File: src/hw/rtl/stbc_pkg.sv
// Shared types, constants and control program of the sensor trend beacon classifier.
`default_nettype none

package stbc_pkg;

  localparam int HistoryDepth = 16;
  localparam int IdxW         = $clog2(HistoryDepth);
  localparam int CfgIdxW      = 2;
  localparam int CfgDataW     = 16;
  localparam int StepW        = 3;

  typedef logic [2:0] msg_type_t;
  localparam msg_type_t TYPE_PERIODIC  = 3'd0;
  localparam msg_type_t TYPE_GAIN      = 3'd1;
  localparam msg_type_t TYPE_LOW_LEVEL = 3'd2;
  localparam msg_type_t TYPE_LOSE      = 3'd3;
  localparam msg_type_t TYPE_LOW_BATT  = 3'd4;

  typedef logic [CfgIdxW-1:0] cfg_idx_t;
  localparam cfg_idx_t CFG_LOW_LEVEL = 2'd0;
  localparam cfg_idx_t CFG_BATT_LOW  = 2'd1;
  localparam cfg_idx_t CFG_GAP       = 2'd2;

  localparam logic OP_MEASURE   = 1'b0;
  localparam logic OP_ADVERTISE = 1'b1;

  typedef struct packed {
    logic        operation;
    logic [7:0]  sample_x;
    logic [7:0]  sample_y;
    logic        read_ok;
    logic [15:0] battery_level;
  } stbc_in_t;

  typedef struct packed {
    msg_type_t   message_type;
    logic [7:0]  level_x;
    logic [7:0]  level_y;
    logic [7:0]  good_reads;
    logic [15:0] battery_out;
    logic [7:0]  window_max;
    logic [7:0]  window_min;
  } stbc_out_t;

  typedef logic [StepW-1:0] step_t;
  localparam step_t ST_IDLE     = 3'd0;
  localparam step_t ST_WRITE    = 3'd1;
  localparam step_t ST_SCAN     = 3'd2;
  localparam step_t ST_DRAIN    = 3'd3;
  localparam step_t ST_CLASSIFY = 3'd4;
  localparam step_t ST_EMIT     = 3'd5;
  localparam step_t ST_ADV      = 3'd6;

  typedef enum logic [2:0] {
    JMP_NEXT,
    JMP_GOTO,
    JMP_WAIT_IN,
    JMP_SCAN,
    JMP_WAIT_OUT
  } jump_e;

  typedef struct packed {
    logic  in_ready;
    logic  hist_write;
    logic  scan_rd;
    logic  classify;
    logic  advertise;
    logic  emit;
    jump_e jump;
    step_t target;
  } ctl_t;

  typedef struct packed {
    logic accept;
    logic adv;
    logic scan_last;
    logic out_free;
  } status_t;

  function automatic ctl_t ucode(input step_t s);
    ctl_t c;
    c = '0;
    unique case (s)
      ST_IDLE: begin
        c.in_ready = 1'b1;
        c.jump     = JMP_WAIT_IN;
        c.target   = ST_ADV;
      end
      ST_WRITE: begin
        c.hist_write = 1'b1;
        c.jump       = JMP_NEXT;
      end
      ST_SCAN: begin
        c.scan_rd = 1'b1;
        c.jump    = JMP_SCAN;
      end
      ST_DRAIN: begin
        c.jump = JMP_NEXT;
      end
      ST_CLASSIFY: begin
        c.classify = 1'b1;
        c.jump     = JMP_NEXT;
      end
      ST_EMIT: begin
        c.emit   = 1'b1;
        c.jump   = JMP_WAIT_OUT;
        c.target = ST_IDLE;
      end
      ST_ADV: begin
        c.advertise = 1'b1;
        c.jump      = JMP_GOTO;
        c.target    = ST_EMIT;
      end
      default: begin
        c.jump   = JMP_GOTO;
        c.target = ST_IDLE;
      end
    endcase
    return c;
  endfunction

endpackage

`default_nettype wire

File: src/hw/rtl/stbc_seq.sv
// Microcode sequencer: step counter, control store lookup and jump logic.
`default_nettype none

module stbc_seq (
  input  wire             clk_i,
  input  wire             rst_ni,
  input  stbc_pkg::status_t st_i,
  output stbc_pkg::ctl_t  ctl_o
);

  stbc_pkg::step_t step_q;
  stbc_pkg::step_t step_d;
  stbc_pkg::ctl_t  ctl;

  assign ctl   = stbc_pkg::ucode(step_q);
  assign ctl_o = ctl;

  always_comb begin
    step_d = step_q;
    unique case (ctl.jump)
      stbc_pkg::JMP_NEXT:  step_d = step_q + 3'd1;
      stbc_pkg::JMP_GOTO:  step_d = ctl.target;
      stbc_pkg::JMP_WAIT_IN: begin
        if (st_i.accept) begin
          step_d = st_i.adv ? ctl.target : step_q + 3'd1;
        end
      end
      stbc_pkg::JMP_SCAN: begin
        if (st_i.scan_last) begin
          step_d = step_q + 3'd1;
        end
      end
      stbc_pkg::JMP_WAIT_OUT: begin
        if (st_i.out_free) begin
          step_d = ctl.target;
        end
      end
      default: step_d = stbc_pkg::ST_IDLE;
    endcase
  end

  always_ff @(posedge clk_i or negedge rst_ni) begin
    if (!rst_ni) begin
      step_q <= stbc_pkg::ST_IDLE;
    end else begin
      step_q <= step_d;
    end
  end

endmodule

`default_nettype wire

File: src/hw/rtl/stbc_dp.sv
// Datapath: input latch, config registers, history memory, scan, classify, output register.
`default_nettype none

module stbc_dp (
  input  wire                              clk_i,
  input  wire                              rst_ni,
  input  stbc_pkg::ctl_t                   ctl_i,
  output stbc_pkg::status_t                st_o,
  input  wire                              in_valid_i,
  input  stbc_pkg::stbc_in_t               in_i,
  output stbc_pkg::stbc_out_t              out_o,
  output logic                             out_valid_o,
  input  wire                              out_ready_i,
  input  wire                              cfg_we_i,
  input  wire [stbc_pkg::CfgIdxW-1:0]      cfg_idx_i,
  input  wire [stbc_pkg::CfgDataW-1:0]     cfg_data_i
);

  localparam int IdxW = stbc_pkg::IdxW;
  localparam int Depth = stbc_pkg::HistoryDepth;

  logic [7:0]  low_thr_q;
  logic [15:0] batt_thr_q;
  logic [7:0]  gap_thr_q;

  stbc_pkg::stbc_in_t in_q;
  logic               accept;

  logic [7:0]       hist_mem [Depth];
  logic [Depth-1:0] hist_vld_q;
  logic [IdxW-1:0]  slot_q;
  logic [IdxW-1:0]  idx_q;
  logic [7:0]       rd_data_q;
  logic             rd_vld_q;
  logic             dv_q;
  logic [IdxW-1:0]  di_q;
  logic [7:0]       v;

  logic [7:0]  hi_q, lo_q, prev_q;
  logic [IdxW-1:0] rises_q, falls_q;
  logic [7:0]  gap;

  stbc_pkg::msg_type_t type_q;
  logic [7:0]  stored_x_q, stored_y_q, count_q, max_q, min_q;

  stbc_pkg::stbc_out_t out_q;
  logic                out_valid_q;
  logic                out_free;
  logic                load;

  assign accept   = in_valid_i && ctl_i.in_ready;
  assign out_free = !out_valid_q || out_ready_i;
  assign load     = ctl_i.emit && out_free;
  assign v        = rd_vld_q ? rd_data_q : 8'd0;
  assign gap      = hi_q - lo_q;

  assign st_o.accept    = accept;
  assign st_o.adv       = in_i.operation == stbc_pkg::OP_ADVERTISE;
  assign st_o.scan_last = idx_q == IdxW'(Depth - 1);
  assign st_o.out_free  = out_free;

  assign out_o       = out_q;
  assign out_valid_o = out_valid_q;

  always_ff @(posedge clk_i or negedge rst_ni) begin
    if (!rst_ni) begin
      low_thr_q  <= 8'd16;
      batt_thr_q <= 16'd2200;
      gap_thr_q  <= 8'd10;
    end else if (cfg_we_i) begin
      unique case (cfg_idx_i)
        stbc_pkg::CFG_LOW_LEVEL: low_thr_q  <= cfg_data_i[7:0];
        stbc_pkg::CFG_BATT_LOW:  batt_thr_q <= cfg_data_i;
        stbc_pkg::CFG_GAP:       gap_thr_q  <= cfg_data_i[7:0];
        default: ;
      endcase
    end
  end

  always_ff @(posedge clk_i) begin
    if (accept) begin
      in_q <= in_i;
    end
    if (ctl_i.hist_write) begin
      hist_mem[slot_q] <= in_q.sample_x;
    end
    rd_data_q <= hist_mem[idx_q];
    rd_vld_q  <= hist_vld_q[idx_q];
    di_q      <= idx_q;
    if (load) begin
      out_q.message_type <= type_q;
      out_q.level_x      <= stored_x_q;
      out_q.level_y      <= stored_y_q;
      out_q.good_reads   <= count_q;
      out_q.battery_out  <= (in_q.operation == stbc_pkg::OP_ADVERTISE) ?
                            in_q.battery_level : 16'd0;
      out_q.window_max   <= max_q;
      out_q.window_min   <= min_q;
    end
  end

  always_ff @(posedge clk_i or negedge rst_ni) begin
    if (!rst_ni) begin
      hist_vld_q  <= '0;
      slot_q      <= '0;
      idx_q       <= '0;
      dv_q        <= 1'b0;
      hi_q        <= '0;
      lo_q        <= '0;
      prev_q      <= '0;
      rises_q     <= '0;
      falls_q     <= '0;
      type_q      <= stbc_pkg::TYPE_PERIODIC;
      stored_x_q  <= '0;
      stored_y_q  <= '0;
      count_q     <= '0;
      max_q       <= '0;
      min_q       <= '0;
      out_valid_q <= 1'b0;
    end else begin
      dv_q <= ctl_i.scan_rd;

      if (ctl_i.hist_write) begin
        hist_vld_q[slot_q] <= 1'b1;
        slot_q     <= (slot_q == IdxW'(Depth - 1)) ? '0 : slot_q + IdxW'(1);
        stored_x_q <= in_q.sample_x;
        stored_y_q <= in_q.sample_y;
        if (in_q.read_ok) begin
          count_q <= count_q + 8'd1;
        end
        idx_q <= '0;
      end else if (ctl_i.scan_rd) begin
        idx_q <= idx_q + IdxW'(1);
      end

      if (dv_q) begin
        prev_q <= v;
        if (di_q == '0) begin
          hi_q    <= v;
          lo_q    <= v;
          rises_q <= '0;
          falls_q <= '0;
        end else begin
          if (v > hi_q) hi_q <= v;
          if (v < lo_q) lo_q <= v;
          if (di_q > IdxW'(1)) begin
            if (v > prev_q) begin
              rises_q <= rises_q + IdxW'(1);
            end else if (v < prev_q) begin
              falls_q <= falls_q + IdxW'(1);
            end
          end
        end
      end

      if (ctl_i.classify) begin
        max_q <= hi_q;
        min_q <= lo_q;
        if (gap > gap_thr_q && rises_q > falls_q) begin
          type_q <= stbc_pkg::TYPE_GAIN;
        end else if (gap > gap_thr_q && falls_q > rises_q) begin
          type_q <= stbc_pkg::TYPE_LOSE;
        end else begin
          type_q <= stbc_pkg::TYPE_PERIODIC;
        end
      end

      if (ctl_i.advertise) begin
        if (stored_x_q < low_thr_q) begin
          type_q <= stbc_pkg::TYPE_LOW_LEVEL;
        end else if (in_q.battery_level <= batt_thr_q) begin
          type_q <= stbc_pkg::TYPE_LOW_BATT;
        end
      end

      if (load) begin
        out_valid_q <= 1'b1;
      end else if (out_ready_i) begin
        out_valid_q <= 1'b0;
      end
    end
  end

endmodule

`default_nettype wire

File: src/hw/rtl/sensor_trend_beacon_classifier.sv
// Top level of the sensor trend beacon classifier: sequencer, datapath and checks.
`default_nettype none

// Each input beat yields exactly one result beat. A measurement beat stores X and Y,
// counts a good read, writes X into the 16-entry history and then scans the history
// one entry per cycle through its single read port, then drains, classifies and
// loads its result; an advertise beat runs its advertise step and then loads its
// result. The next beat is accepted only after the result is loaded, and a full
// output register stalls that load. Results sit in an output register, so the
// next beat is accepted while a result still waits; a new result is held back
// only while that register is full. Configuration writes take effect at once and
// are meant for idle periods. History entries read as zero until written.
module sensor_trend_beacon_classifier (
  input  wire                           clk_i,
  input  wire                           rst_ni,
  input  wire                           in_valid_i,
  output logic                          in_ready_o,
  input  stbc_pkg::stbc_in_t            in_i,
  output logic                          out_valid_o,
  input  wire                           out_ready_i,
  output stbc_pkg::stbc_out_t           out_o,
  input  wire                           cfg_we_i,
  input  wire [stbc_pkg::CfgIdxW-1:0]   cfg_idx_i,
  input  wire [stbc_pkg::CfgDataW-1:0]  cfg_data_i
);

  stbc_pkg::ctl_t    ctl;
  stbc_pkg::status_t st;

  assign in_ready_o = ctl.in_ready;

  stbc_seq u_seq (
    .clk_i  (clk_i),
    .rst_ni (rst_ni),
    .st_i   (st),
    .ctl_o  (ctl)
  );

  stbc_dp u_dp (
    .clk_i       (clk_i),
    .rst_ni      (rst_ni),
    .ctl_i       (ctl),
    .st_o        (st),
    .in_valid_i  (in_valid_i),
    .in_i        (in_i),
    .out_o       (out_o),
    .out_valid_o (out_valid_o),
    .out_ready_i (out_ready_i),
    .cfg_we_i    (cfg_we_i),
    .cfg_idx_i   (cfg_idx_i),
    .cfg_data_i  (cfg_data_i)
  );

  a_busy_after_accept: assert property (@(posedge clk_i) disable iff (!rst_ni)
    (in_valid_i && in_ready_o) |=> !in_ready_o)
    else $error("input accepted again right after a beat");

  a_no_instant_result: assert property (@(posedge clk_i) disable iff (!rst_ni)
    (in_valid_i && in_ready_o) |=> !$rose(out_valid_o))
    else $error("result appeared one cycle after acceptance");

  a_type_code: assert property (@(posedge clk_i) disable iff (!rst_ni)
    out_valid_o |-> (out_o.message_type <= stbc_pkg::TYPE_LOW_BATT))
    else $error("message type out of range");

endmodule

`default_nettype wire
File: config.mk
export PLATFORM = sky130hd
export DESIGN_NAME = sensor_trend_beacon_classifier
export DESIGN_NICKNAME = d
export VERILOG_FILES = /design/src/hw/rtl/stbc_pkg.sv /design/src/hw/rtl/stbc_seq.sv /design/src/hw/rtl/stbc_dp.sv /design/src/hw/rtl/sensor_trend_beacon_classifier.sv
export SDC_FILE = /design/constraint.sdc
export NUM_CORES = 1
export LEC_CHECK = 0
export BUFFER_PORTS_ARGS = -buffer_cell sky130_fd_sc_hd__buf_2
export CAP_MARGIN = 20
export CELL_PAD_IN_SITES_DETAIL_PLACEMENT = 1
export CELL_PAD_IN_SITES_GLOBAL_PLACEMENT = 1
export CORE_MARGIN = 2
export CORE_UTILIZATION = 45
export CTS_BUF_LIST = sky130_fd_sc_hd__clkbuf_8
export DETAILED_ROUTE_END_ITERATION = 10
export HOLD_SLACK_MARGIN = 0.15
export PLACE_DENSITY = 0.76
export SLEW_MARGIN = 20
export SYNTH_ARGS = -nofsm -noshare
export SYNTH_HDL_FRONTEND = slang
export SYNTH_SLANG_ARGS = --single-unit
export TNS_END_PERCENT = 50
File: constraint.sdc
create_clock -name clk_i -period 4.15 [get_ports clk_i]
set_clock_uncertainty 0.1 [all_clocks]
set_input_delay 0.6225 -clock clk_i [delete_from_list [all_inputs] [get_ports clk_i]]
set_output_delay 0.6225 -clock clk_i [all_outputs]
set_load 0.01 [all_outputs]
======== Yosys cells after proc, flatten, opt, wreduce, memory -nomap -nowiden ========
Memory sizes are Yosys's and may differ from the RTL's. A register that Yosys moved wholly into a read port is not among the register bits.
Cells that the tools add are included.
cells by class
  bitwise logic cells ..................... 1
  add/sub/neg operators ................... 7
  eq/ne operators ......................... 18
  magnitude comparators ................... 13
  reductions and logical operators ........ 28
  muxes and demuxes ....................... 42
operator list
  operator                                                               count
  4-bit two-way mux                                                      10
  8-bit two-way mux                                                      5
  3-bit two-way mux                                                      9
  8-bit greater-than comparator                                          3
  8-bit < comparator                                                     3
  4-bit by 1-bit adder with 4-bit output (second input constant)         4
  16-bit less-or-equal comparator                                        1
  16-bit OR                                                              1
  3-bit case mux with 5 select lines                                     1
  2-bit nonzero test                                                     7
  3-bit by 2-bit == test with 1-bit output (second input constant)       4
  3-bit == test (second input constant)                                  4
  1-bit two-way mux                                                      12
  3-bit case mux with 4 select lines                                     1
  2-bit AND reduction                                                    6
  4-bit by 5-bit < comparator with 1-bit output (second input constant)  2
  8-bit by 1-bit adder with 8-bit output (second input constant)         1
  4-bit == test (second input constant)                                  2
  4-bit greater-than comparator                                          2
  8-bit subtractor                                                       1
  3-bit by 1-bit == test with 1-bit output (second input constant)       2
  3-bit logical NOT                                                      2
  2-bit by 1-bit != test with 1-bit output (second input constant)       3
  3-bit case mux with 2 select lines                                     1
  17 further kinds                                                       22
word-level totals
  RAM bits ................................ 128
  input port bits ......................... 57
  output and inout port bits .............. 61
  memories kept ........................... 1
  word-level logic and storage cells ...... 144
  bits in registers ....................... 234
memory list
  memory         depth  bits a word  read ports  clocked after Yosys merged registers in  wr ports  RTL line       text
  u_dp.hist_mem  16     8            1           1                                        1         stbc_dp.sv:29  logic [7:0] hist_mem [Depth];

======== Depth between registers and ports, before layout ========
Gate-level depths: netlist (run 1).
  depth in word-level cells ............... 9
  mapped depth ............................ 16

======== Cells and area by module ========
From an unflattened synthesis (run 1), not the netlist that was laid out.
second synthesis, totals
  cells, all modules ...................... 993
  area total of the unflattened synthesis .. 15514.9 µm²
by module, submodules not included
  module    instances  cells each  area an instance (µm²)
  stbc_dp   1          938         15088.2
  stbc_seq  1          55          426.7

======== Least setup slack after synthesis (run 1) ========
OpenSTA, ideal clock, no wires.
  path kind ............................... input port to flip-flop
  start ................................... input out_ready_i
  end ..................................... register u_dp.out_q, in the netlist u_dp.out_o[0], enable pin
  cell stages on the path ................. 2
  arrival time ............................ 3.391 ns
  required time ........................... 3.567 ns
  setup slack ............................. 0.176 ns
  buffers on the path ..................... 0
  path through ............................ nand2b_1 -> nor2b_1
between the ends
  word-level cells in the longest chain between the ends .. 2
RTL lines
  what                 RTL line                              text
  start, declared      sensor_trend_beacon_classifier.sv:20  input wire out_ready_i,
  1-bit logical OR     stbc_dp.sv:52                         assign out_free = !out_valid_q || out_ready_i;
  1-bit logical AND    stbc_dp.sv:53                         assign load = ctl_i.emit && out_free;
  named net u_dp.load  stbc_dp.sv:49                         logic load;
  end, declared        stbc_dp.sv:46                         stbc_pkg::stbc_out_t out_q;
The timed path passes the listed nets, and every way through them passes these cells.
A chain may end at the register's enable or synchronous reset.

======== Worst setup path in the final report (run 1) ========
  start ................................... register u_dp.hi_q[0]
  end ..................................... register u_dp.type_q[0]
between the ends
  word-level cells in the longest chain between the ends .. 9
  elaborated cells on any way between the ends .. 10
  classes of those cells .................. add/sub: 1; order compare: 1; mux: 6; reduce/logical: 2
RTL lines
  what                               RTL line                        text
  start, declared                    stbc_dp.sv:39                   logic [7:0] hi_q, lo_q, prev_q;
  start signal, assigned             stbc_dp.sv:139                  hi_q <= v;
  start signal, assigned             stbc_dp.sv:144                  if (v > hi_q) hi_q <= v;
  8-bit subtractor (*)               stbc_dp.sv:55                   assign gap = hi_q - lo_q;
  8-bit greater-than comparator (*)  stbc_dp.sv:159, stbc_dp.sv:161
  1-bit logical AND                  stbc_dp.sv:161                  end else if (gap > gap_thr_q && falls_q > rises_q) begin
  2-bit two-way mux                  stbc_dp.sv:161
  3-bit two-way mux (*)              stbc_dp.sv:159                  if (gap > gap_thr_q && rises_q > falls_q) begin
  3-bit two-way mux (*)              stbc_dp.sv:156                  if (ctl_i.classify) begin
  3-bit two-way mux                  stbc_dp.sv:171                  end else if (in_q.battery_level <= batt_thr_q) begin
  3-bit two-way mux                  stbc_dp.sv:169                  if (stored_x_q < low_thr_q) begin
  3-bit two-way mux (*)              stbc_dp.sv:168                  if (ctl_i.advertise) begin
  end signal, assigned               stbc_dp.sv:160                  type_q <= stbc_pkg::TYPE_GAIN;
  end signal, assigned               stbc_dp.sv:170                  type_q <= stbc_pkg::TYPE_LOW_LEVEL;
  end signal, assigned               stbc_dp.sv:172                  type_q <= stbc_pkg::TYPE_LOW_BATT;
  end, declared                      stbc_dp.sv:43                   stbc_pkg::msg_type_t type_q;
Every way passes the cells marked *; elsewhere a longest branch is shown, timed or not.

==> results of run 1 <==
## registers in the layout, indices dropped and copies added, names as in the netlist, 16 cells and up
| signal | count |
|---|---|
| u_dp.batt_thr_q | 16 |
| u_dp.hist_mem | 128 |
| u_dp.hist_vld_q | 16 |
| u_dp.in_q | 34 |
| u_dp.out_o | 59 |
## power by group through the flow
stage	Clock, W	Sequential [W]	Combinational (W)
final	0.00312	0.00548	0.00406
after global routing	0.00334	0.00559	0.00457
after CTS	0.00317	0.00548	0.00410
after detailed placement	0	0.00555	0.00403
after global placement	0	0.00548	0.00387
after floorplan	0	0.00531	0.00297
## worst reg2reg max path: stages (launching register included)
cell and delay [ns]:
dfrtp_1 0.40, inv_1 0.08, ha_1 0.13, inv_1 0.06
fa_1 0.40, a21o_1 0.17, a21oi_1 0.28, o21bai_1 0.12
a21oi_1 0.21, xnor2_1 0.15, ha_1 0.27, nand4_1 0.14
nor2_1 0.07, nor2_1 0.09, o21a_1 0.15, o21ai_0 0.08
a211oi_1 0.24
## through the flow
stage | power (W) | utilization
5_1_grt | 0.0135 | 0.541
4_1_cts | 0.0127 | 0.541
6_report | 0.0127 | 0.541
3_5_place_dp | 0.00958 | 0.491
3_3_place_gp | 0.00934 | 0.491
2_1_floorplan | 0.00828 | -
## path summary, 6_finish.rpt
check | to | cells after the start | slack [ns]
worst max-delay path | u_dp.type_q[0] | 16 | 0.93
worst min-delay path | u_dp.low_thr_q[1] | 3 | 0.18
worst max register to register | u_dp.type_q[0] | 16 | 0.93
worst min register to register | u_dp.out_o[4] | 0 | 0.35
max in group asynchronous | u_dp.batt_thr_q[4] | 3 | 2.54
min in group asynchronous | u_dp.hist_vld_q[5] | 2 | 0.50
## synth_stat cells, drive strengths merged, types with 3 or more instances
| cell type | number | area (um^2) |
|---|---|---|
| o21a | 3 | 22.5 |
| a31oi | 5 | 31.3 |
| o21ai | 54 | 270 |
| nor3 | 5 | 25.0 |
| dfstp | 7 | 184 |
| dfrtp | 129 | 3230 |
| and3 | 4 | 25.0 |
| a211oi | 4 | 30.0 |
| inv | 64 | 240 |
| mux2 | 60 | 676 |
| xnor2 | 13 | 114 |
| a21o | 7 | 52.6 |
| nand4 | 14 | 87.6 |
| edfxtp | 221 | 6640 |
| and2 | 44 | 275 |
| ha | 77 | 963 |
| a21oi | 29 | 145 |
| clkbuf | 17 | 63.8 |
| nand2b | 5 | 31.3 |
| dfxtp | 13 | 260 |
| nand3b | 3 | 22.5 |
| or2 | 16 | 100 |
| nand2 | 61 | 229 |
| nand3 | 10 | 50.1 |
| xor2 | 6 | 52.6 |
| mux4 | 45 | 1010 |
| mux2i | 7 | 70.1 |
| nor2b | 17 | 106 |
| o211ai | 4 | 30.0 |
| nor2 | 17 | 63.8 |
| nor3b | 4 | 30.0 |
| buf | 8 | 45.0 |
## placed cells by master (no fill, tap or decap), types with 5 or more instances in the layout
cell             n
buf_2          116
nand2b_1         5
or2_2           16
xor2_1           6
dfrtp_1        128
mux2_2          59
nor3_1           5
dfstp_2          7
o21ai_0         53
a31oi_1          5
clkinv_1         6
nor2_1          17
a21o_1           7
xnor2_1         13
dlygate4sd3_1   45
nand4_1         14
mux2i_1          7
and2_1          42
dfxtp_1         13
mux4_2          45
a21oi_1         29
nor2b_1         15
nand3_1         10
clkinv_2         5
nand2_1         60
edfxtp_1       221
ha_1            77
clkbuf_8        71
inv_1           89
## cells by family after synthesis
| group | Yosys count | share of synthesized area |
|---|---|---|
| adder cells (fa/ha/maj) | 78 | 0.0639 |
| AO/OA/AOI/OAI | 121 | 0.0480 |
| multiplexers | 112 | 0.114 |
| buffers and inverters | 89 | 0.0227 |
| AND/OR/NAND/NOR | 204 | 0.0707 |
| flip-flops | 370 | 0.670 |
| XOR/XNOR | 19 | 0.0108 |
## area by class of cell
type,instances,area [um^2],area share
Multi-Input combinational cell,534,4750,0.261
Sequential cell,370,10300,0.567
Timing Repair Buffer,168,1110,0.0612
Clock buffer,71,977,0.0538
Inverter,64,240,0.0132
Tap cell,448,561,0.0308
Antenna cell,1,2.50,0.000138
Clock inverter,42,224,0.0123
## per-layer routing
layer | vias to the layer above | GRT usage | part of all wire
li1 | 4089 | - | -
met1 | 4481 | 0.250 | 0.41
met2 | 193 | 0.355 | 0.51
met3 | 84 | 0.0361 | 0.040
met4 | 2 | 0.0802 | 0.030
met5 | - | 0 | 0.00037
==> reports/qor.yml, run 1 <==
cap_violations: 0
synth-main-ff-cell: "edfxtp_1"
arrival_ns: 3.64
p_int_w: 0.00836
slew-limit-headroom: 0.348
area_growth_pct: 18.1
hpwl_um: 22300
rr_startpoint: "u_dp.hi_q[0]"
rsz0062_at_grt: "no"
whs_ns: 0.182
n_fill_cell: 3274
htree_levels: 2
ant_nets: 0
critical_path_class: "flip-flop to flip-flop"
end_kind: "flip-flop"
slew_viol_final: 0
setup_viol: 0
io_buffers: 117
avgRoutedWirePerCell_um: 20.5
critPathMaxFanout: 3
synth_area_um2: 15400
yosysWarningCount: 0
avgSynthCellArea_um2: 15.5
dieWidth_um: 189
via_per_inst: 5.21
synth_edf_count: 221
switchingPower_w: 0.00430
postCtsHoldBufs: 45
die_h_um: 189
place_area_um2: 16500
final_cells: 1698
startpoint_type: "flip-flop"
worstMarginPinSlew_ns: 0.975
path_delay_family: "compound AO/OA/AOI/OAI gates"
period_minus_slack_ns: 3.22
finalHoldViolCount: 0
antenna_found_initial: 2
synthArstFlopShare: 0.368
core_um2: 33600
route.detailed.drc: 0
power_density_nw_per_um2: 696
synth_nets: 1128
path_clk_slew_ns: 0.07
grt_max_degree: 80
finalWeightedCongestion: 0.766
finish.instance_area_um2: 18200
via_count: 8849
comb_power_share: 0.320
p_clk_frac: 0.247
seq_power_share: 0.433
required_ns: 4.57
drt_first_iter_violations: 382
cts_root_buffer: "clkbuf_8"
grt_pass1_wl_um: 55800
postLayoutSetupSlackWorst_ns: 0.927
status: "finished, final reports clean"
rows: 67
total_leakage_power_nw: 7.36
start_util: 0.458
cts.path.max_buffers: 3
grt_pass1_vias: 10100
cts_tree: "built"
syn_inst: 993
synth_cell_types: 55
vdd_drop_max_mv: 0.362
drive_gt1_frac: 0.273
seq_area_frac_synth: 0.670
fin_tns_setup_ns: 0
ctsResizeCount: 0
cts_buffers: 60
switching_share: 0.340
dpl_worst_slack_ns: 1.03
worstSetupStartpoint: "u_dp.hi_q[0]"
post_cts_buffers: 0
gr-total-overflow: 0
io_pins: 118
synth-seq-cells: 370
wl_um: 34800
dieArea_um2: 35700
hold_class: "input pin to flip-flop"
drt_first_pass_iters: 4
track_usage: 0.203
clock_latency_ns: 0.63
crit_chain: "inv_1 -> ha_1 -> inv_1 -> fa_1 -> a21o_1 -> a21oi_1 -> o21bai_1 -> a21oi_1 -> xnor2_1 -> ha_1 -> nand4_1 -> nor2_1 -> nor2_1 -> o21a_1 -> o21ai_0 -> a211oi_1"
dp.cells: 1539
hp-start: "cfg_data_i[1]"
max_stage_delay_ns: 0.40
crit_path_top_delay_cell: "dfrtp_1"
fin_crit_sh: 0.777
cp.buffers_inverters: 2
numClockSinks: 370
fmaxAchievable_mhz: 310
fin_nets: 1333
Power figures use the tool's default switching activity.
==> inputs of run 2 (changes only) <==
--- a/config.mk
+++ b/config.mk
@@ -14,7 +14,7 @@
 export CTS_BUF_LIST = sky130_fd_sc_hd__clkbuf_8
 export DETAILED_ROUTE_END_ITERATION = 10
 export HOLD_SLACK_MARGIN = 0.15
-export PLACE_DENSITY = 0.76
+export PLACE_DENSITY = 0.73
 export SLEW_MARGIN = 20
 export SYNTH_ARGS = -nofsm -noshare
 export SYNTH_HDL_FRONTEND = slang
==> constraint.sdc (replaced) <==
create_clock -name clk_i -period 3.02 [get_ports clk_i]
set_clock_uncertainty 0.1 [all_clocks]
set_input_delay 0.453 -clock clk_i [delete_from_list [all_inputs] [get_ports clk_i]]
set_output_delay 0.453 -clock clk_i [all_outputs]
set_load 0.01 [all_outputs]
==> run 2 against run 1 <==
Against the previous run: clock power increased by 31%; power increased by 38%; worst hold slack improved by 0.035 ns; final area increased by 1.1%; global-route usage increased by 0.074 points; combinational power increased by 46%; largest power group unchanged; register-to-register slack got worse by 0.82 ns; critical endpoint unchanged.
==> reports/qor.yml, run 2 (synthesized netlist as in run 1, its figures left out) <==
status: "finished, final reports clean"
slew_viol_final: 0  # unchanged
numClockSinks: 370  # unchanged
track_usage: 0.204  # +0.000740
fin_crit_sh: 0.965  # +0.188
largest_register_ffs: 128  # unchanged
top_register: "u_dp.hist_mem"
power_density_nw_per_um2: 949  # +36%
postLayoutSetupSlackWorst_ns: 0.107  # -0.820 ns
die_h_um: 189  # unchanged
most-common-layout-cells: "edfxtp_1, dfrtp_1, buf_2"
place_area_um2: 16600  # +0.74%
startpoint_type: "flip-flop"
required_ns: 3.46  # -1.11 ns
drt_first_iter_violations: 407  # +6.5%
rows: 67  # unchanged
critPathMaxFanout: 2  # -1
cts_root_buffer: "clkbuf_8"
wl_um: 34800  # -0.11%
cts.path.max_buffers: 3  # unchanged
path_clk_slew_ns: 0.06  # about the same
core_um2: 33600  # unchanged
antenna_found_initial: 2  # unchanged
slew-limit-headroom: 0.363  # +0.0152
gr-total-overflow: 0  # unchanged
total_leakage_power_nw: 7.42  # +0.78%
fmaxAchievable_mhz: 343  # +11%
avgRoutedWirePerCell_um: 20.2  # -1.3%
end_kind: "flip-flop"
hpwl_um: 23100  # +3.8%
io_pins: 118  # unchanged
vdd_drop_max_mv: 0.397  # +9.6%
grt_pass1_wl_um: 55800  # -0.11%
cts_buffers: 59  # -1.7%
start_util: 0.458  # unchanged
rsz0062_at_grt: "yes"
final_util: 0.546  # +0.00569
reg_top3: "u_dp.hist_mem x128, u_dp.out_o x59, u_dp.in_q x34"
via_per_inst: 5.22  # +0.20%
drive_gt1_frac: 0.287  # +0.0138
drt_first_pass_iters: 5  # +1
grt_max_degree: 51  # -36%
via_count: 8971  # +1.4%
ant_nets: 0  # unchanged
grt_pass1_vias: 10000  # -0.44%
finish.instance_area_um2: 18400  # +1.1%
setup_viol: 0  # unchanged
p_total_w: 0.0174  # +38%
period_minus_slack_ns: 2.91  # -0.310 ns
cap_violations: 0  # unchanged
finalHoldViolCount: 0  # unchanged
htree_levels: 2  # unchanged
final_common_cell: "edfxtp_1"
critical_path_class: "flip-flop to flip-flop"
area_growth_pct: 19.3
worstMarginPinSlew_ns: 0.953  # -0.0227 ns
route.detailed.drc: 0  # unchanged
fin_nets: 1354  # +1.6%
clock_latency_ns: 0.63  # about the same
cts_tree: "built"
n_fill_cell: 3260  # -0.43%
dpl_worst_slack_ns: -0.0161  # -1.05 ns
io_buffers: 117  # unchanged
dieArea_um2: 35700  # unchanged
finalWeightedCongestion: 0.794  # +3.6%
dieWidth_um: 189  # unchanged
hold_class: "input pin to flip-flop"
arrival_ns: 3.35  # -0.29 ns
[run 2: changes by cell type in the layout (fill, tap and decap cells not counted), moves of 2 or more]
cell,change
clkinv_1,+11
buf_4,+14
dlygate4sd3_1,+6
inv_12,-2
clkinv_2,+3
a21oi_2,+3
clkinv_8,+2
clkbuf_8,-4
inv_2,+3
buf_12,+2
inv_1,-13
a21oi_1,-3
[run 2: layer usage]
layer / track usage / share of wire
met5: 0 / 0.00040
met2: 0.353 / 0.51
met3: 0.0369 / 0.044
met1: 0.258 / 0.42
met4: 0.0706 / 0.026
[run 2: path summary, 6_finish.rpt]
check                           slack, ns  cells past startpoint             endpoint               start
min in group asynchronous            0.26                      2  u_dp.hist_vld_q[10]              rst_ni
worst min register to register       0.34                      0       u_dp.out_o[46]  u_dp.stored_y_q[6]
worst max register to register       0.11                     16       u_dp.type_q[0]        u_dp.hi_q[0]
max in group asynchronous            1.86                      3   u_dp.batt_thr_q[4]              rst_ni
worst max-delay path                 0.11                     16       u_dp.type_q[0]        u_dp.hi_q[0]
worst min-delay path                 0.22                      3     u_dp.out_valid_o         out_ready_i
[run 2: what timing repair did]
item | CTS | global route
endpoints found under the hold margin | 185 | 0
gates resized for setup | 1 | 12
setup buffers | 0 | 3
pin swaps | 1 | 8
setup endpoints to repair | 1 | 2
hold buffers | 51 | 0
[run 2: area by class of cell]
cell class,count,area [um^2],share of cell area
inverters,64,240,0.0131
repair buffers,190,1320,0.0717
clock inverters,44,226,0.0123
flip-flops and latches,370,10300,0.561
well taps,448,561,0.0305
multi-input cells,534,4790,0.261
diodes,1,2.50,0.000136
clock buffers,67,922,0.0502
[run 2: metrics by stage]
step	TNS (ns)	instances	hold WS, ns
3_3_place_gp	0	1552	0.328
6_report	0	1718	0.216
3_5_place_dp	-0.0161	1552	0.334
5_1_grt	-0.0993	1717	0.219
2_1_floorplan	0	993	0.0574
4_1_cts	0	1714	0.185
[run 2: where the power goes]
| part | switching [W] | leakage, nW | internal (W) |
|---|---|---|---|
| logic | 0.00316 | 2.97 | 0.00276 |
| clock network | 0.00198 | 0.653 | 0.00212 |
| registers | 0.000759 | 3.80 | 0.00666 |
[run 2: worst max-delay path: stages, from the launching register on]
cell and delay [ns]:
dfrtp_1 0.38, inv_2 0.08, ha_4 0.13, inv_2 0.04
fa_2 0.39, a21o_1 0.20, a21oi_2 0.13, o21bai_1 0.07
a21oi_1 0.15, xnor2_1 0.09, ha_1 0.31, nand4_1 0.12
nor2_1 0.07, nor2_1 0.10, o21a_1 0.17, o21ai_2 0.07
a211oi_2 0.22
==> inputs of run 3 (changes only) <==
--- a/config.mk
+++ b/config.mk
@@ -14,7 +14,7 @@
 export CTS_BUF_LIST = sky130_fd_sc_hd__clkbuf_8
 export DETAILED_ROUTE_END_ITERATION = 10
 export HOLD_SLACK_MARGIN = 0.15
-export PLACE_DENSITY = 0.73
+export PLACE_DENSITY = 0.76
 export SLEW_MARGIN = 20
 export SYNTH_ARGS = -nofsm -noshare
 export SYNTH_HDL_FRONTEND = slang
==> constraint.sdc (replaced) <==
create_clock -name clk_i -period 2.6 [get_ports clk_i]
set_clock_uncertainty 0.1 [all_clocks]
set_input_delay 0.39 -clock clk_i [delete_from_list [all_inputs] [get_ports clk_i]]
set_output_delay 0.39 -clock clk_i [all_outputs]
set_load 0.01 [all_outputs]
==> run 3 against run 2 <==
Against the previous run: the flow now finishes with violations (setup timing); setup slack got worse by 0.42 ns; sequential share of layout area is 1.0 points lower; core utilization increased by 1.0 points; count of clock-buffer cells in the layout grew 2; critical path type unchanged.
==> reports/qor.yml, run 3 (synthesized netlist as in run 1, its figures left out) <==
status: "finished, violations left"
violations: "setup timing"
grt_pass1_wl_um: 59000  # +5.8%
dieArea_um2: 35700  # unchanged
io_pins: 118  # unchanged
hpwl_um: 23200  # +0.47%
grt_pass1_vias: 10400  # +3.9%
core_um2: 33600  # unchanged
final_common_cell: "edfxtp_1"
slew-limit-headroom: 0.496  # +0.133
setup_viol: 2  # +2
die_h_um: 189  # unchanged
critical_path_class: "flip-flop to flip-flop"
largest_register_ffs: 128  # unchanged
ant_nets: 0  # unchanged
fmaxAchievable_mhz: 343  # -0.15%
path_clk_slew_ns: 0.06  # about the same
avgRoutedWirePerCell_um: 21.3  # +5.4%
finalWeightedCongestion: 0.781  # -1.6%
io_buffers: 117  # unchanged
seq_power_share: 0.408  # -0.018
fin_nets: 1382  # +2.1%
required_ns: 3.02  # -0.44 ns
total_leakage_power_nw: 7.62  # +2.6%
start_util: 0.458  # unchanged
via_count: 9141  # +1.9%
switching_share: 0.336  # -0.00173
power_density_nw_per_um2: 1130  # +19%
via_per_inst: 5.24  # +0.32%
comb_power_share: 0.340  # about the same
rrSetupSlack_ns: -0.32  # -0.42 ns
route.detailed.drc: 0  # unchanged
arrival_ns: 3.34  # about the same
startpoint_type: "flip-flop"
dpl_worst_slack_ns: -0.471  # -0.455 ns
rows: 67  # unchanged
drt_first_pass_iters: 5  # unchanged
dieWidth_um: 189  # unchanged
antenna_found_initial: 1  # -1
area_growth_pct: 21.6
slew_viol_final: 0  # unchanged
end_kind: "flip-flop"
fin_crit_sh: 1.12  # +0.157
period_minus_slack_ns: 2.92  # +0.00426 ns
critPathMaxFanout: 2  # unchanged
grt_max_degree: 52  # +2.0%
clock_latency_ns: 0.63  # about the same
drive_gt1_frac: 0.305  # +0.0179
p_int_w: 0.0140  # +22%
numClockSinks: 370  # unchanged
postLayoutSetupSlackWorst_ns: -0.318  # -0.424 ns
wl_um: 37200  # +7.0%
switchingPower_w: 0.00711  # +21%
track_usage: 0.216  # +0.0122
cts_buffers: 57  # -3.4%
reg_top3: "u_dp.hist_mem x128, u_dp.out_o x59, u_dp.in_q x34"
cap_violations: 0  # unchanged
dp.cells: 1576  # +1.5%
p_clk_frac: 0.252  # +0.017
vdd_drop_max_mv: 0.560  # +41%
gr-total-overflow: 0  # unchanged
cts_root_buffer: "clkbuf_8"
most-common-layout-cells: "edfxtp_1, dfrtp_1, buf_2"
cts.path.max_buffers: 3  # unchanged
finalHoldViolCount: 0  # unchanged
htree_levels: 2  # unchanged
final_cells: 1745  # +1.6%
rsz0062_at_grt: "yes"
top_register: "u_dp.hist_mem"
worstMarginPinSlew_ns: 0.756  # -0.196 ns
drt_first_iter_violations: 571  # +40%
hold_class: "input pin to asynchronous set/reset pin"
cts_tree: "built"
==> run 3: cell types whose count changed in the layout (fill, tap and decap cells not counted), sizes merged <==
cell,previous run,this run
dlygate4sd3,51,58
clkinvlp,0,1
buf,139,162
clkbuf,67,69
clkinv,27,15
bufinv,1,5
inv,80,82
==> run 3: path summary, 6_finish.rpt <==
| kind | to | from | depth (start not counted) |
|---|---|---|---|
| setup / recovery | u_dp.type_q[0] | u_dp.hi_q[0] | 16 |
| hold / removal | u_dp.hist_vld_q[10] | rst_ni | 2 |
| setup reg to reg | u_dp.type_q[0] | u_dp.hi_q[0] | 16 |
| hold reg to reg | u_dp.out_o[46] | u_dp.stored_y_q[6] | 0 |
| max in group asynchronous | u_dp.batt_thr_q[4] | rst_ni | 3 |
| min in group clk_i | u_dp.low_thr_q[1] | cfg_idx_i[0] | 5 |
==> run 3: area by class of cell <==
class,count,area (um^2)
Sequential cell,370,10300
Antenna cell,1,2.50
Timing Repair Buffer,220,1560
Fill cell,3220,14900
Clock buffer,69,950
Tap cell,448,561
Clock inverter,39,314
Multi-Input combinational cell,534,4780
Inverter,64,240
==> run 3: critical path, stage by stage (launching register included) <==
cell,delay (ns)
dfrtp_1,0.39
inv_2,0.07
ha_1,0.15
inv_2,0.05
fa_2,0.34
a21o_1,0.18
a21oi_2,0.14
o21bai_1,0.10
a21oi_2,0.16
xnor2_1,0.14
ha_1,0.26
nand4_1,0.13
nor2_1,0.07
nor2_1,0.08
o21a_1,0.15
o21ai_1,0.07
a211oi_1,0.24
==> run 3: power by group through the flow <==
stage	Combinational, W	Clock, W	Sequential [W]
floorplan	0.00475	0	0.00846
global placement	0.00661	0	0.00857
detailed placement	0.00694	0	0.00867
CTS	0.00714	0.00538	0.00859
global route	0.00807	0.00567	0.00876
finish	0.00719	0.00532	0.00862
==> run 3: per-stage QoR <==
step / hold slack [ns] / setup TNS (ns) / util / total power [W] / area, um^2
2_1_floorplan: -0.00559 / -0.317 / - / 0.0132 / 15400
3_3_place_gp: 0.293 / -0.496 / 0.500 / 0.0152 / 16800
3_5_place_dp: 0.296 / -0.810 / 0.500 / 0.0156 / 16800
4_1_cts: 0.165 / -0.485 / 0.556 / 0.0211 / 18700
5_1_grt: 0.215 / -0.950 / 0.557 / 0.0225 / 18700
6_report: 0.191 / -0.577 / 0.557 / 0.0211 / 18700
==> run 3: routing by layer <==
metal / global-route usage / share of wire
met5: 0 / 0
met3: 0.0352 / 0.036
met2: 0.383 / 0.52
met4: 0.0850 / 0.032
met1: 0.264 / 0.41
==> run 3: what timing repair did <==
action | CTS | global route
gates resized for setup | 7 | 9
hold buffers | 58 | 0
pin swaps | 8 | 0
endpoints found under the setup margin | 2 | 14
endpoints found under the hold margin | 198 | 0
buffers inserted | 2 | 0
